### config.mk
export PLATFORM = sky130hd
export DESIGN_NAME = rail_fence_transposition
export DESIGN_NICKNAME = d
export VERILOG_FILES = /design/src/rft_pkg.sv /design/src/rft_ram.sv /design/src/rft_front.sv /design/src/rft_job_queue.sv /design/src/rft_back.sv /design/src/rail_fence_transposition.sv
export SDC_FILE = /design/constraint.sdc
export NUM_CORES = 2
export LEC_CHECK = 0
export BUFFER_PORTS_ARGS = -buffer_cell sky130_fd_sc_hd__buf_2
export CELL_PAD_IN_SITES_DETAIL_PLACEMENT = 0
export CELL_PAD_IN_SITES_GLOBAL_PLACEMENT = 1
export CORE_MARGIN = 10
export CORE_UTILIZATION = 50
export DETAILED_ROUTE_END_ITERATION = 16
export PLACE_DENSITY_LB_ADDON = 0.1
export RECOVER_POWER = 50
export SLEW_MARGIN = 20
export SYNTH_ARGS = -nofsm -noshare
export SYNTH_HDL_FRONTEND = slang
export SYNTH_SLANG_ARGS = --single-unit
### constraint.sdc
create_clock -name clk_i -period 6.4 [get_ports clk_i]
set_clock_uncertainty 0.2 [all_clocks]
set_input_delay 0.64 -clock clk_i [delete_from_list [all_inputs] [get_ports clk_i]]
set_output_delay 0.64 -clock clk_i [all_outputs]
set_load 0.1 [all_outputs]
### src/rft_pkg.sv
// shared types and constants for the rail fence transposition block
package rft_pkg;

  localparam int unsigned ByteW   = 8;
  localparam int unsigned RailsW  = 7;
  localparam int unsigned CfgIdxW = 2;

  localparam logic [CfgIdxW-1:0] CFG_RAILS = 2'd0;
  localparam logic [CfgIdxW-1:0] CFG_DIR   = 2'd1;

  localparam logic [RailsW-1:0] RAILS_RESET = 7'd2;

  // job description handed from the front to the back
  typedef struct packed {
    logic              ovf;
    logic [RailsW-1:0] rails;
    logic              dir;
  } job_ctrl_t;

  typedef enum logic [3:0] {
    ST_IDLE = 4'b0001,
    ST_SCAT = 4'b0010,
    ST_WAIT = 4'b0100,
    ST_EMIT = 4'b1000
  } back_state_e;

endpackage

### src/rft_ram.sv
// generic single write port ram with a registered read port
module rft_ram #(
  parameter int unsigned Width = 8,
  parameter int unsigned Depth = 64
) (
  input  logic                     clk_i,
  input  logic                     we_i,
  input  logic [$clog2(Depth)-1:0] waddr_i,
  input  logic [Width-1:0]         wdata_i,
  input  logic [$clog2(Depth)-1:0] raddr_i,
  output logic [Width-1:0]         rdata_o
);

  logic [Width-1:0] mem_q [Depth];

  always_ff @(posedge clk_i) begin
    if (we_i) begin
      mem_q[waddr_i] <= wdata_i;
    end
    rdata_o <= mem_q[raddr_i];
  end

endmodule

### src/rft_front.sv
// front end: config registers, byte loading and job hand-off
module rft_front #(
  parameter int unsigned MaxLen = 64,
  parameter int unsigned LenW   = $clog2(MaxLen + 1),
  parameter int unsigned AddrW  = $clog2(MaxLen)
) (
  input  logic                        clk_i,
  input  logic                        rst_ni,
  input  logic                        start,
  output logic                        busy,
  input  logic [rft_pkg::ByteW-1:0]   in_byte_i,
  input  logic                        in_last_i,
  input  logic                        cfg_we_i,
  input  logic [rft_pkg::CfgIdxW-1:0] cfg_idx_i,
  input  logic [rft_pkg::RailsW-1:0]  cfg_wdata_i,
  input  logic                        q_full_i,
  input  logic                        bank_i,
  output logic                        push_o,
  output logic [LenW-1:0]             len_o,
  output rft_pkg::job_ctrl_t          ctrl_o,
  output logic                        store_we_o,
  output logic [AddrW:0]              store_waddr_o,
  output logic [rft_pkg::ByteW-1:0]   store_wdata_o
);
  import rft_pkg::*;

  logic [RailsW-1:0] rails_q;
  logic              dir_q;
  logic [LenW-1:0]   cnt_q, cnt_d;
  logic              ovf_q, ovf_d;
  logic              accept;
  logic              room;

  always_ff @(posedge clk_i or negedge rst_ni) begin
    if (!rst_ni) begin
      rails_q <= RAILS_RESET;
      dir_q   <= 1'b0;
    end else if (cfg_we_i) begin
      unique case (cfg_idx_i)
        CFG_RAILS: rails_q <= cfg_wdata_i;
        CFG_DIR:   dir_q   <= cfg_wdata_i[0];
        default: ;
      endcase
    end
  end

  assign busy   = q_full_i;
  assign accept = start && !q_full_i;
  assign room   = cnt_q < LenW'(MaxLen);

  assign store_we_o    = accept && room;
  assign store_waddr_o = {bank_i, cnt_q[AddrW-1:0]};
  assign store_wdata_o = in_byte_i;

  assign push_o       = accept && in_last_i;
  assign len_o        = room ? cnt_q + LenW'(1) : cnt_q;
  assign ctrl_o.ovf   = ovf_q || !room;
  // zero rails behaves as a single rail
  assign ctrl_o.rails = (rails_q == '0) ? RailsW'(1) : rails_q;
  assign ctrl_o.dir   = dir_q;

  always_comb begin
    cnt_d = cnt_q;
    ovf_d = ovf_q;
    if (accept) begin
      if (in_last_i) begin
        cnt_d = '0;
        ovf_d = 1'b0;
      end else if (room) begin
        cnt_d = cnt_q + LenW'(1);
      end else begin
        ovf_d = 1'b1;
      end
    end
  end

  always_ff @(posedge clk_i or negedge rst_ni) begin
    if (!rst_ni) begin
      cnt_q <= '0;
      ovf_q <= 1'b0;
    end else begin
      cnt_q <= cnt_d;
      ovf_q <= ovf_d;
    end
  end

endmodule

### src/rft_job_queue.sv
// two-entry job queue, one entry per message buffer bank
module rft_job_queue #(
  parameter int unsigned LenW = 7
) (
  input  logic               clk_i,
  input  logic               rst_ni,
  input  logic               push_i,
  input  logic [LenW-1:0]    len_i,
  input  rft_pkg::job_ctrl_t ctrl_i,
  input  logic               pop_i,
  output logic               full_o,
  output logic               valid_o,
  output logic [LenW-1:0]    len_o,
  output rft_pkg::job_ctrl_t ctrl_o,
  output logic               wr_bank_o,
  output logic               rd_bank_o
);
  import rft_pkg::*;

  logic [LenW-1:0] len_q  [2];
  job_ctrl_t       ctrl_q [2];
  logic            wr_ptr_q, rd_ptr_q;
  logic [1:0]      cnt_q;

  assign full_o    = cnt_q[1];
  assign valid_o   = cnt_q != 2'd0;
  assign len_o     = len_q[rd_ptr_q];
  assign ctrl_o    = ctrl_q[rd_ptr_q];
  assign wr_bank_o = wr_ptr_q;
  assign rd_bank_o = rd_ptr_q;

  always_ff @(posedge clk_i) begin
    if (push_i) begin
      len_q[wr_ptr_q]  <= len_i;
      ctrl_q[wr_ptr_q] <= ctrl_i;
    end
  end

  always_ff @(posedge clk_i or negedge rst_ni) begin
    if (!rst_ni) begin
      wr_ptr_q <= 1'b0;
      rd_ptr_q <= 1'b0;
      cnt_q    <= 2'd0;
    end else begin
      if (push_i) begin
        wr_ptr_q <= !wr_ptr_q;
      end
      if (pop_i) begin
        rd_ptr_q <= !rd_ptr_q;
      end
      case ({push_i, pop_i})
        2'b10:   cnt_q <= cnt_q + 2'd1;
        2'b01:   cnt_q <= cnt_q - 2'd1;
        default: cnt_q <= cnt_q;
      endcase
    end
  end

endmodule

### src/rft_back.sv
// back end: zigzag order walker, decode scatter pass and result emission
module rft_back #(
  parameter int unsigned MaxLen = 64,
  parameter int unsigned LenW   = $clog2(MaxLen + 1),
  parameter int unsigned AddrW  = $clog2(MaxLen)
) (
  input  logic                      clk_i,
  input  logic                      rst_ni,
  input  logic                      job_valid_i,
  input  logic [LenW-1:0]           len_i,
  input  rft_pkg::job_ctrl_t        ctrl_i,
  input  logic                      bank_i,
  output logic                      pop_o,
  output logic [AddrW:0]            store_raddr_o,
  input  logic [rft_pkg::ByteW-1:0] store_rdata_i,
  output logic                      out_strobe_o,
  output logic [rft_pkg::ByteW-1:0] out_byte_o,
  output logic                      out_last_o,
  output logic                      truncated_o
);
  import rft_pkg::*;

  localparam int unsigned PosW = ((AddrW > 8) ? AddrW : 8) + 1;

  back_state_e       state_q, state_d;
  logic [LenW-1:0]   k_q, k_d;
  logic [RailsW-1:0] rail_q, rail_d;
  logic [AddrW-1:0]  pos_q, pos_d;
  logic              phase_q, phase_d;
  logic              wr_en_q, wr_en_d;
  logic [AddrW-1:0]  wr_pos_q;
  logic              out_v_q, out_v_d;
  logic              out_last_q, out_trunc_q, out_dir_q;
  logic              last_k;
  logic [AddrW-1:0]  res_raddr;
  logic [ByteW-1:0]  res_rdata;

  // zigzag walker: next message position in rail-major order
  logic [RailsW-1:0] rm1;
  logic [7:0]        cyc, step_a, step_b, step;
  logic [PosW-1:0]   sum;
  logic              wrap;
  logic              advance;

  always_comb begin
    rm1    = ctrl_i.rails - RailsW'(1);
    cyc    = {rm1, 1'b0};
    step_a = {rm1 - rail_q, 1'b0};
    step_b = {rail_q, 1'b0};
    if (cyc == 8'd0) begin
      step = 8'd1;
    end else if (step_a == 8'd0 || step_b == 8'd0) begin
      // top and bottom rails see one hit per period
      step = cyc;
    end else begin
      step = phase_q ? step_b : step_a;
    end
    sum  = PosW'(pos_q) + PosW'(step);
    wrap = sum >= PosW'(len_i);
  end

  assign last_k = k_q == (len_i - LenW'(1));

  always_comb begin
    state_d       = state_q;
    k_d           = k_q;
    rail_d        = rail_q;
    pos_d         = pos_q;
    phase_d       = phase_q;
    wr_en_d       = 1'b0;
    out_v_d       = 1'b0;
    pop_o         = 1'b0;
    advance       = 1'b0;
    store_raddr_o = {bank_i, k_q[AddrW-1:0]};
    res_raddr     = k_q[AddrW-1:0];
    unique case (state_q)
      ST_IDLE: begin
        k_d     = '0;
        rail_d  = '0;
        pos_d   = '0;
        phase_d = 1'b0;
        if (job_valid_i) begin
          state_d = ctrl_i.dir ? ST_SCAT : ST_EMIT;
        end
      end
      ST_SCAT: begin
        // read message byte k, write it to result slot pos next cycle
        wr_en_d = 1'b1;
        advance = 1'b1;
        k_d     = k_q + LenW'(1);
        if (last_k) begin
          state_d = ST_WAIT;
        end
      end
      ST_WAIT: begin
        k_d     = '0;
        state_d = ST_EMIT;
      end
      ST_EMIT: begin
        if (!ctrl_i.dir) begin
          store_raddr_o = {bank_i, pos_q};
          advance       = 1'b1;
        end
        out_v_d = 1'b1;
        k_d     = k_q + LenW'(1);
        if (last_k) begin
          pop_o   = 1'b1;
          state_d = ST_IDLE;
        end
      end
      default: state_d = ST_IDLE;
    endcase
    if (advance) begin
      if (wrap) begin
        rail_d  = rail_q + RailsW'(1);
        pos_d   = AddrW'(rail_q + RailsW'(1));
        phase_d = 1'b0;
      end else begin
        pos_d   = sum[AddrW-1:0];
        phase_d = !phase_q;
      end
    end
  end

  always_ff @(posedge clk_i or negedge rst_ni) begin
    if (!rst_ni) begin
      state_q <= ST_IDLE;
      wr_en_q <= 1'b0;
      out_v_q <= 1'b0;
    end else begin
      state_q <= state_d;
      wr_en_q <= wr_en_d;
      out_v_q <= out_v_d;
    end
  end

  always_ff @(posedge clk_i) begin
    k_q         <= k_d;
    rail_q      <= rail_d;
    pos_q       <= pos_d;
    phase_q     <= phase_d;
    wr_pos_q    <= pos_q;
    out_last_q  <= last_k;
    out_trunc_q <= ctrl_i.ovf;
    out_dir_q   <= ctrl_i.dir;
  end

  rft_ram #(
    .Width(ByteW),
    .Depth(MaxLen)
  ) u_res_ram (
    .clk_i  (clk_i),
    .we_i   (wr_en_q),
    .waddr_i(wr_pos_q),
    .wdata_i(store_rdata_i),
    .raddr_i(res_raddr),
    .rdata_o(res_rdata)
  );

  assign out_strobe_o = out_v_q;
  assign out_byte_o   = out_dir_q ? res_rdata : store_rdata_i;
  assign out_last_o   = out_last_q;
  assign truncated_o  = out_trunc_q;

endmodule

### src/rail_fence_transposition.sv
// rail fence transposition: loads a message and emits it zigzag permuted
//
// items enter on start/busy: one message byte per accepted item, in_last_i
// ends the message. config writes (rails count, direction) are taken on
// cfg_we_i and apply to messages that end after the write.
// loading writes each accepted byte into one of two message buffers. when a
// message ends, its job goes to a two-entry queue and the back end works on
// it while the next message loads into the other buffer. busy is high only
// while both buffers hold unfinished messages.
// encode: results start after the last byte is accepted and any earlier job
// is done, then one byte per cycle.
// decode: a scatter pass through a result ram and a wait state, then one
// byte per cycle.
// throughput is set by the single read port of the message buffer ram.
// each result shows on out_strobe_o for exactly one cycle; there is no
// backpressure. bytes beyond MAX_LEN are dropped and flagged on truncated_o.
// reset empties the queue and the load counter; rails resets to 2, direction
// to encode. no clearing pass is needed.
module rail_fence_transposition #(
  parameter int unsigned MAX_LEN = 64
) (
  input  logic                        clk_i,
  input  logic                        rst_ni,
  input  logic                        start,
  output logic                        busy,
  input  logic [rft_pkg::ByteW-1:0]   in_byte_i,
  input  logic                        in_last_i,
  input  logic                        cfg_we_i,
  input  logic [rft_pkg::CfgIdxW-1:0] cfg_idx_i,
  input  logic [rft_pkg::RailsW-1:0]  cfg_wdata_i,
  output logic                        out_strobe_o,
  output logic [rft_pkg::ByteW-1:0]   out_byte_o,
  output logic                        out_last_o,
  output logic                        truncated_o
);
  import rft_pkg::*;

  localparam int unsigned LenW  = $clog2(MAX_LEN + 1);
  localparam int unsigned AddrW = $clog2(MAX_LEN);

  logic             push, pop, q_full, q_valid, wr_bank, rd_bank;
  logic [LenW-1:0]  push_len, head_len;
  job_ctrl_t        push_ctrl, head_ctrl;
  logic             store_we;
  logic [AddrW:0]   store_waddr, store_raddr;
  logic [ByteW-1:0] store_wdata, store_rdata;

  rft_front #(
    .MaxLen(MAX_LEN),
    .LenW  (LenW),
    .AddrW (AddrW)
  ) u_front (
    .clk_i        (clk_i),
    .rst_ni       (rst_ni),
    .start        (start),
    .busy         (busy),
    .in_byte_i    (in_byte_i),
    .in_last_i    (in_last_i),
    .cfg_we_i     (cfg_we_i),
    .cfg_idx_i    (cfg_idx_i),
    .cfg_wdata_i  (cfg_wdata_i),
    .q_full_i     (q_full),
    .bank_i       (wr_bank),
    .push_o       (push),
    .len_o        (push_len),
    .ctrl_o       (push_ctrl),
    .store_we_o   (store_we),
    .store_waddr_o(store_waddr),
    .store_wdata_o(store_wdata)
  );

  rft_job_queue #(
    .LenW(LenW)
  ) u_queue (
    .clk_i    (clk_i),
    .rst_ni   (rst_ni),
    .push_i   (push),
    .len_i    (push_len),
    .ctrl_i   (push_ctrl),
    .pop_i    (pop),
    .full_o   (q_full),
    .valid_o  (q_valid),
    .len_o    (head_len),
    .ctrl_o   (head_ctrl),
    .wr_bank_o(wr_bank),
    .rd_bank_o(rd_bank)
  );

  // two banks of message bytes, one per queue slot; the bank bit sits above
  // the full byte address, so each bank spans a power of two
  rft_ram #(
    .Width(ByteW),
    .Depth(2 ** (AddrW + 1))
  ) u_store_ram (
    .clk_i  (clk_i),
    .we_i   (store_we),
    .waddr_i(store_waddr),
    .wdata_i(store_wdata),
    .raddr_i(store_raddr),
    .rdata_o(store_rdata)
  );

  rft_back #(
    .MaxLen(MAX_LEN),
    .LenW  (LenW),
    .AddrW (AddrW)
  ) u_back (
    .clk_i        (clk_i),
    .rst_ni       (rst_ni),
    .job_valid_i  (q_valid),
    .len_i        (head_len),
    .ctrl_i       (head_ctrl),
    .bank_i       (rd_bank),
    .pop_o        (pop),
    .store_raddr_o(store_raddr),
    .store_rdata_i(store_rdata),
    .out_strobe_o (out_strobe_o),
    .out_byte_o   (out_byte_o),
    .out_last_o   (out_last_o),
    .truncated_o  (truncated_o)
  );

endmodule

Word level (Yosys, flattened, before mapping)
Memories as Yosys holds them, arrays and structs flattened. A register that Yosys moved wholly into a read port is not among the register bits.
Cells that the tools add are included.
Widths: inputs -> output; s select.

word-level totals
  flip-flop bits (word level) = 56
  RAM bits = 1568
  input bits = 22
  output and inout bits = 12
  logic and storage cells = 109
  memories = 4

cells by class
  add/sub/neg operators = 9
  order comparisons = 2
  eq/ne operators = 12
  multiplexer cells = 39
  reduce and logical (&&, ||, !) cells = 25

memory list
  memory                  depth  bits a word  read ports  clocked after Yosys merged registers in  wr ports  line                 text
  u_store_ram.mem_q       128    8            1           1                                        1         rft_ram.sv:14        logic [Width-1:0] mem_q [Depth];
  u_back.u_res_ram.mem_q  64     8            1           1                                        1         rft_ram.sv:14
  u_queue.ctrl_q          2      9            1           0                                        1         rft_job_queue.sv:21  job_ctrl_t ctrl_q [2];
  u_queue.len_q           2      7            1           0                                        1         rft_job_queue.sv:20  logic [LenW-1:0] len_q [2];

operator list
  kind                 number
  $mux 7               6
  $mux 8               4
  $mux 6               5
  $logic_not 7->1      4
  $add 7x1->7 const B  3
  $mux 1               16
  $mux 4               4
  $pmux 4 s4           1
  $pmux 7 s2           1
  $sub 7x1->7 const B  2
  $add 6x8->9          1
  $ge 9x7->1           1
  $reduce_bool 2->1    4
  $eq 7x7->1           1
  $lt 7x7->1 const B   1
  $sub 7x7->7          1
  $reduce_and 2->1     3
  $logic_not 1->1      5
  $eq 2x1->1 const B   2
  $eq 4x1->1 const B   1
  $eq 4x2->1 const B   1
  $eq 4x3->1 const B   1
  $eq 4x4->1 const B   1
  $ne 2x1->1 const B   2
  other kinds (11)     16

Depth between registers and ports, before layout
An unclocked memory read counts as a cell.

  word-level depth = 11
  gate-level depth with buffers = 31
  depth with buffers taken out = 28

By module
Synthesis repeated with hierarchy kept, for this count alone.

unflattened totals
  cell total of the unflattened synthesis = 3074
  area total of the unflattened synthesis = 65331.4 µm²

modules (own cells, without submodules)
  module                      times used  cells an instance  area each (µm²)  sequential area each (µm²)
  rft_ram (u_store_ram)       1           1635               39665.5          30909.6
  rft_ram (u_back.u_res_ram)  1           940                20166.8          15534.9
  rft_back                    1           343                3126.7           892.1
  rft_job_queue               1           65                 1386.3           1061.0
  rft_front                   1           91                 985.9            401.6

Least setup slack after synthesis
OpenSTA, ideal clock, no wires.

  path type = reg-to-reg
  start = register u_queue.rd_ptr_q, in the netlist u_queue.rd_bank_o
  end = register u_back.pos_q[1] (data pin)
  library setup time = 0.266 ns
  arrival time = 5.830 ns
  required time = 5.934 ns
  slack = 0.104 ns
  stages on the path, launching flop included = 31
  path buffers = 4
  period minus slack after synthesis = 6.296 ns
  cells stage by stage = dfrtp_1 -> buf_6 -> clkbuf_1 -> clkbuf_1 -> mux2i_1 -> ha_1 -> o21ai_1 -> xor2_1 -> ha_1 -> or3b_2 -> o211ai_1 -> a211oi_1 -> nand3_1 -> o21ai_4 -> a21oi_1 -> nor2_1 -> fa_1 -> a21oi_1 -> nor2_1 -> nor2_1 -> nor2b_1 -> o21ai_0 -> nand2b_1 -> xnor2_1 -> ha_1 -> a21oi_1 -> nand2_1 -> nor3b_4 -> buf_4 -> mux2i_1 -> nor2_1

on the way
  word-level cells in the longest chain between the ends = 11
  elaborated cells between the ends (all ways) = 16
  those cells by class = add/sub (3); order compare (1); mux (7); reduce/logical (3); memory (2)

ends and longest elaborated chain
  element                   line                 text
  start: declaration        rft_job_queue.sv:22  logic wr_ptr_q, rd_ptr_q;
  start signal: assignment  rft_job_queue.sv:49  rd_ptr_q <= !rd_ptr_q;
  $mem_v2 2x9               n/a
  $sub 7x1->7               rft_back.sv:46       rm1 = ctrl_i.rails - RailsW'(1);
  $sub 7x7->7               rft_back.sv:48       step_a = {rm1 - rail_q, 1'b0};
  $logic_not 7->1           rft_back.sv:52       end else if (step_a == 8'd0 || step_b == 8'd0) begin
  $logic_or 1x1->1          rft_back.sv:52
  $mux 8                    rft_back.sv:52
  $mux 8                    rft_back.sv:50       if (cyc == 8'd0) begin
  $add 6x8->9               rft_back.sv:58       sum = PosW'(pos_q) + PosW'(step);
  $ge 9x7->1                rft_back.sv:59       wrap = sum >= PosW'(len_i);
  $mux 6                    rft_back.sv:114      if (wrap) begin
  $mux 6 *                  rft_back.sv:113      if (advance) begin
  end signal: assignment    rft_back.sv:140      pos_q <= pos_d;
  end: declaration          rft_back.sv:28       logic [AddrW-1:0] pos_q, pos_d;

Mark *: on every way between the ends. The rest lies on a longest branch, timed or not.
A chain may end at the register's enable or synchronous reset.

Worst setup path after layout
  start = memory u_queue.ctrl_q[1][3] (netlist name)
  end = register u_back.rail_q[1]

on the way
  word-level cells in the longest chain between the ends = 11
  elaborated cells between the ends (all ways) = 13
  those cells by class = add/sub (3); order compare (1); mux (5); reduce/logical (3); memory (1)

ends and longest elaborated chain
  element                 line                 text
  start: declaration      rft_job_queue.sv:21
  $mem_v2 2x9 *           n/a
  $sub 7x1->7 *           rft_back.sv:46
  $sub 7x7->7             rft_back.sv:48
  $logic_not 7->1         rft_back.sv:52
  $logic_or 1x1->1        rft_back.sv:52
  $mux 8                  rft_back.sv:52
  $mux 8 *                rft_back.sv:50
  $add 6x8->9 *           rft_back.sv:58
  $ge 9x7->1 *            rft_back.sv:59
  $mux 7 *                rft_back.sv:114
  $mux 7 *                rft_back.sv:113
  via u_back.rail_d[1]    rft_back.sv:27       logic [RailsW-1:0] rail_q, rail_d;
  end signal: assignment  rft_back.sv:139      rail_q <= rail_d;
  end: declaration        rft_back.sv:27

Mark *: on every way through the listed nets, which the timed path passes. The rest lies on a longest branch.

==> run_summary.xml <==
<?xml version="1.0" encoding="UTF-8"?>
<metrics>
  <group name="run_status">
    <metric name="status" unit="">finished with violations</metric>
    <metric name="failed_checks" unit="">max-capacitance violations, max-slew violations</metric>
  </group>
  <group name="synthesis">
    <metric name="synth_edf_count" unit="">1582</metric>
    <metric name="post_synth_main_area_contributors" unit="">sky130_fd_sc_hd__edfxtp_1 73%, sky130_fd_sc_hd__mux4_2 13%, sky130_fd_sc_hd__nand2_1 1.9%</metric>
    <metric name="yosysTopAreaCell" unit="">sky130_fd_sc_hd__edfxtp_1</metric>
    <metric name="post_synth_most_frequent_cells" unit="">1,582 x sky130_fd_sc_hd__edfxtp_1, 376 x sky130_fd_sc_hd__mux4_2, 335 x sky130_fd_sc_hd__nand2_1, 241 x sky130_fd_sc_hd__nor2_1, 112 x sky130_fd_sc_hd__nand3_1</metric>
    <metric name="netlist_instances" unit="">3416</metric>
    <metric name="postSynthAreaPerCell" unit="um^2">19.04</metric>
    <metric name="async_flop_share" unit="%">1.585</metric>
    <metric name="post_synthesis_instance_area" unit="um^2">65040</metric>
    <metric name="yosys.cell_types.count" unit="">77</metric>
    <metric name="yosysMostFrequentCell" unit="">sky130_fd_sc_hd__edfxtp_1</metric>
    <metric name="synth.ff_latch_count" unit="">1640</metric>
    <metric name="seq_area_frac_synth" unit="%">75.03</metric>
    <metric name="postSynthNetCount" unit="">3467</metric>
    <metric name="dominant_synthesized_flop_cell" unit="">sky130_fd_sc_hd__edfxtp_1</metric>
    <metric name="yosysTopAreaCellShare" unit="%">73.04</metric>
    <metric name="synth_warnings" unit="">0</metric>
  </group>
  <group name="floorplan">
    <metric name="start_util" unit="%">50.29</metric>
    <metric name="design.core.area" unit="um^2">129300</metric>
    <metric name="row_count" unit="">132</metric>
    <metric name="area_of_the_die" unit="um^2">144900</metric>
    <metric name="floorplan.io_pins" unit="">34</metric>
    <metric name="die_width" unit="um">380.7</metric>
    <metric name="die_height" unit="um">380.7</metric>
  </group>
  <group name="cells_and_area">
    <metric name="stdcell_count" unit="">5396</metric>
    <metric name="multi_input_comb_area" unit="um^2">15520</metric>
    <metric name="post_route_cells_drive_above_1_share" unit="%">20.78</metric>
    <metric name="area.growth.synth_to_final" unit="%">12.00</metric>
    <metric name="sequential_cell_area" unit="um^2">48800</metric>
    <metric name="fillers" unit="">9713</metric>
    <metric name="finalCoreUtilization" unit="%">56.33</metric>
    <metric name="nNetsFinal" unit="">3566</metric>
  </group>
  <group name="critical_path">
    <metric name="setup.reg_to_reg.worst_slack" unit="ns">0.36</metric>
    <metric name="critical_path.reg2reg.endpoint" unit="">u_back.rail_q[1]</metric>
    <metric name="worst-path-max-fanout" unit="">9</metric>
    <metric name="critPathLaunch" unit="">u_queue.ctrl_q[1][3]</metric>
    <metric name="crit_path_end_kind" unit="">flop</metric>
    <metric name="critical_path.slowest_cell" unit="">sky130_fd_sc_hd__or3b_2</metric>
    <metric name="startpoint_type" unit="">flop</metric>
    <metric name="worst_r2r_startpoint" unit="">u_queue.ctrl_q[1][3]</metric>
    <metric name="worst-r2r-cell-count" unit="">29</metric>
    <metric name="crit_required" unit="ns">6.87</metric>
    <metric name="critical_path_arrival" unit="ns">6.50</metric>
    <metric name="ws_path_type" unit="">flop to flop</metric>
    <metric name="worstSetupEndpoint" unit="">u_back.rail_q[1]</metric>
    <metric name="cp_slowest_stage_delay" unit="ns">0.45</metric>
  </group>
  <group name="placed_design">
    <metric name="gp_congestion" unit="">0.7899</metric>
    <metric name="port_buffers" unit="">33</metric>
    <metric name="number_of_placed_instances_with_taps_included" unit="">5075</metric>
    <metric name="detailed_place_hpwl" unit="mm">92.95</metric>
  </group>
  <group name="cts">
    <metric name="htree_levels" unit="">4</metric>
    <metric name="cts-buffers-inserted" unit="">167</metric>
    <metric name="clock_latency" unit="ns">0.80</metric>
    <metric name="cts_tree" unit="">done</metric>
    <metric name="clock_sink_count" unit="">1640</metric>
    <metric name="maximum_clock_path_buffer_count" unit="">3</metric>
    <metric name="cts_root_buffer" unit="">sky130_fd_sc_hd__clkbuf_16</metric>
    <metric name="clk_transition_reported_paths" unit="ns">0.06</metric>
  </group>
  <group name="power">
    <metric name="power_per_cell_area" unit="nW/um^2">440.4</metric>
    <metric name="ir_drop" unit="V">0.0003180</metric>
    <metric name="power_leakage" unit="nW">23.04</metric>
  </group>
  <group name="routing">
    <metric name="detail_route.first_pass.iterations" unit="">8</metric>
    <metric name="wirelength" unit="mm">153.1</metric>
    <metric name="detail_route.vias_per_cell" unit="">6.055</metric>
    <metric name="dr.first_iter.drc_count" unit="">3137</metric>
    <metric name="drt_drc_violations_left" unit="">0</metric>
    <metric name="drt-wirelength-per-cell" unit="um">28.36</metric>
    <metric name="vias" unit="">32673</metric>
    <metric name="ant_nets" unit="">0</metric>
  </group>
  <group name="global_routing">
    <metric name="grt_start_max_net_pins" unit="">135</metric>
    <metric name="grt_pass1_vias" unit="">33425</metric>
    <metric name="antenna_found_initial" unit="">0</metric>
    <metric name="grt_overflow_total" unit="">0</metric>
    <metric name="grt_pass1_wl" unit="mm">227.6</metric>
    <metric name="track_usage" unit="%">21.01</metric>
  </group>
  <group name="job">
    <metric name="maxCapViolations" unit="">28</metric>
  </group>
  <group name="timing">
    <metric name="rsz0062_at_grt" unit="">false</metric>
    <metric name="total_negative_setup_slack" unit="ns">0</metric>
    <metric name="tightest_slew" unit="ns">4.106</metric>
    <metric name="min_period" unit="ns">6.039</metric>
    <metric name="final_min_period_over_clock_period" unit="%">94.36</metric>
    <metric name="slew_headroom" unit="%">-173.7</metric>
    <metric name="finalHoldViolCount" unit="">0</metric>
    <metric name="report.final.slew_viol_count" unit="">1545</metric>
    <metric name="setup_viol" unit="">0</metric>
    <metric name="final.hold.worst_slack" unit="ns">0.1309</metric>
    <metric name="maximum_clock_rate" unit="GHz">0.1656</metric>
  </group>
  <group name="hold_path">
    <metric name="hold_class" unit="">primary input to flop</metric>
  </group>
</metrics>
==> power breakdown <==
part / switching (mW) / internal, mW
Combinational: 5.69 / 3.64
Clock: 4.07 / 5.60
Sequential: 0.425 / 12.7
==> cell families (layout without fill, tap and decap cells) <==
group,count (synthesis),after routing,synth area share [%]
other,0,2,0
multiplexers,466,466,14.47
flip-flops,1640,1640,75.03
AO/OA/AOI/OAI,236,236,2.512
buffers and inverters,201,437,1.372
adder cells (fa/ha/maj),29,29,0.5810
AND/OR/NAND/NOR,801,801,5.410
XOR/XNOR,43,43,0.6272
==> state kept, by name, summed over array words and instances (netlist names), 2 cells and up <==
register and count:
u_back.u_res_ram.rdata_o 8, u_store_ram.rdata_o 8, u_back.pos_q 6, u_store_ram.mem_q 1024, u_queue.cnt_q 2, u_back.k_q 7, u_back.state_q 4, u_back.u_res_ram.mem_q 512
u_queue.ctrl_q 18, u_back.rail_q 7, u_queue.len_q 14, u_front.cnt_q 7, u_back.wr_pos_q 6, u_front.rails_q 7
==> critical path: cells and delay by family, from the launching register on <==
| kind | cells | cell delay (ns) |
|---|---|---|
| AND/OR/NAND/NOR | 12 | 2.14 |
| flip-flops | 1 | 0.41 |
| adder cells (fa/ha/maj) | 3 | 0.99 |
| multiplexers | 2 | 0.52 |
| buffers and inverters | 3 | 0.40 |
| XOR/XNOR | 2 | 0.32 |
| AO/OA/AOI/OAI | 7 | 0.93 |
==> worst min-delay path by stage <==
stage | start | end | slack (ns) | depth (start not counted)
final | cfg_idx_i[1] | u_front.rails_q[3] | 0.13 | 3
after floorplan | rst_ni | u_back.out_strobe_o | 0.14 | 0
after detailed placement | u_queue.ctrl_q[1][8] | u_back.truncated_o | 0.26 | 1
after global placement | u_queue.ctrl_q[1][8] | u_back.truncated_o | 0.25 | 1
after global routing | cfg_idx_i[0] | u_front.rails_q[1] | 0.13 | 3
after CTS | in_byte_i[7] | u_store_ram.mem_q[36][7] | 0.07 | 1
==> routing by layer <==
| layer | track usage [%] | part of all wire [%] | vias up |
|---|---|---|---|
| met5 | 0 | 0 | - |
| met4 | 5.087 | 2.0 | 0 |
| met3 | 3.462 | 6.0 | 216 |
| met2 | 34.79 | 50 | 1116 |
| met1 | 29.27 | 42 | 17339 |
| li1 | - | - | 14002 |
==> through the flow <==
step                power, mW  cell area (um^2)  setup WS (ns)
floorplan               19.46             65040         0.1044
global placement        22.48             67260         0.1024
detailed placement      22.61             67280        0.03754
CTS                     32.31             72870         0.1369
global route            33.43             72840        0.01042
finish                  32.08             72840         0.3609
==> layout make-up <==
| class | instances | share of cell area [%] |
|---|---|---|
| Timing Repair Buffer | 109 | 1.072 |
| Inverter | 22 | 0.1134 |
| Sequential cell | 1640 | 67.00 |
| Clock buffer | 204 | 6.041 |
| Antenna cell | 2 | 0.006871 |
| Clock inverter | 102 | 1.476 |
| Multi-Input combinational cell | 1575 | 21.30 |
| Tap cell | 1742 | 2.992 |
==> repair_timing <==
item | CTS | global route
endpoints found under the setup margin | 1 | 14
buffers inserted | 1 | 2
gates resized for setup | 0 | 9
hold endpoints to repair | 34 | 0
pin swaps | 1 | 1
hold buffers | 10 | 0
==> cells in the final DEF (no fill, tap or decap), types with 35 or more instances in the layout <==
cell                           n
sky130_fd_sc_hd__edfxtp_1   1582
sky130_fd_sc_hd__mux4_2      376
sky130_fd_sc_hd__nand2_1     328
sky130_fd_sc_hd__nor2_1      241
sky130_fd_sc_hd__clkbuf_16   169
sky130_fd_sc_hd__nand3_1     111
sky130_fd_sc_hd__clkbuf_1     61
sky130_fd_sc_hd__mux2i_1      58
sky130_fd_sc_hd__a21oi_1      56
sky130_fd_sc_hd__a31oi_1      37
sky130_fd_sc_hd__buf_4        35
Power figures use the tool's default switching activity.
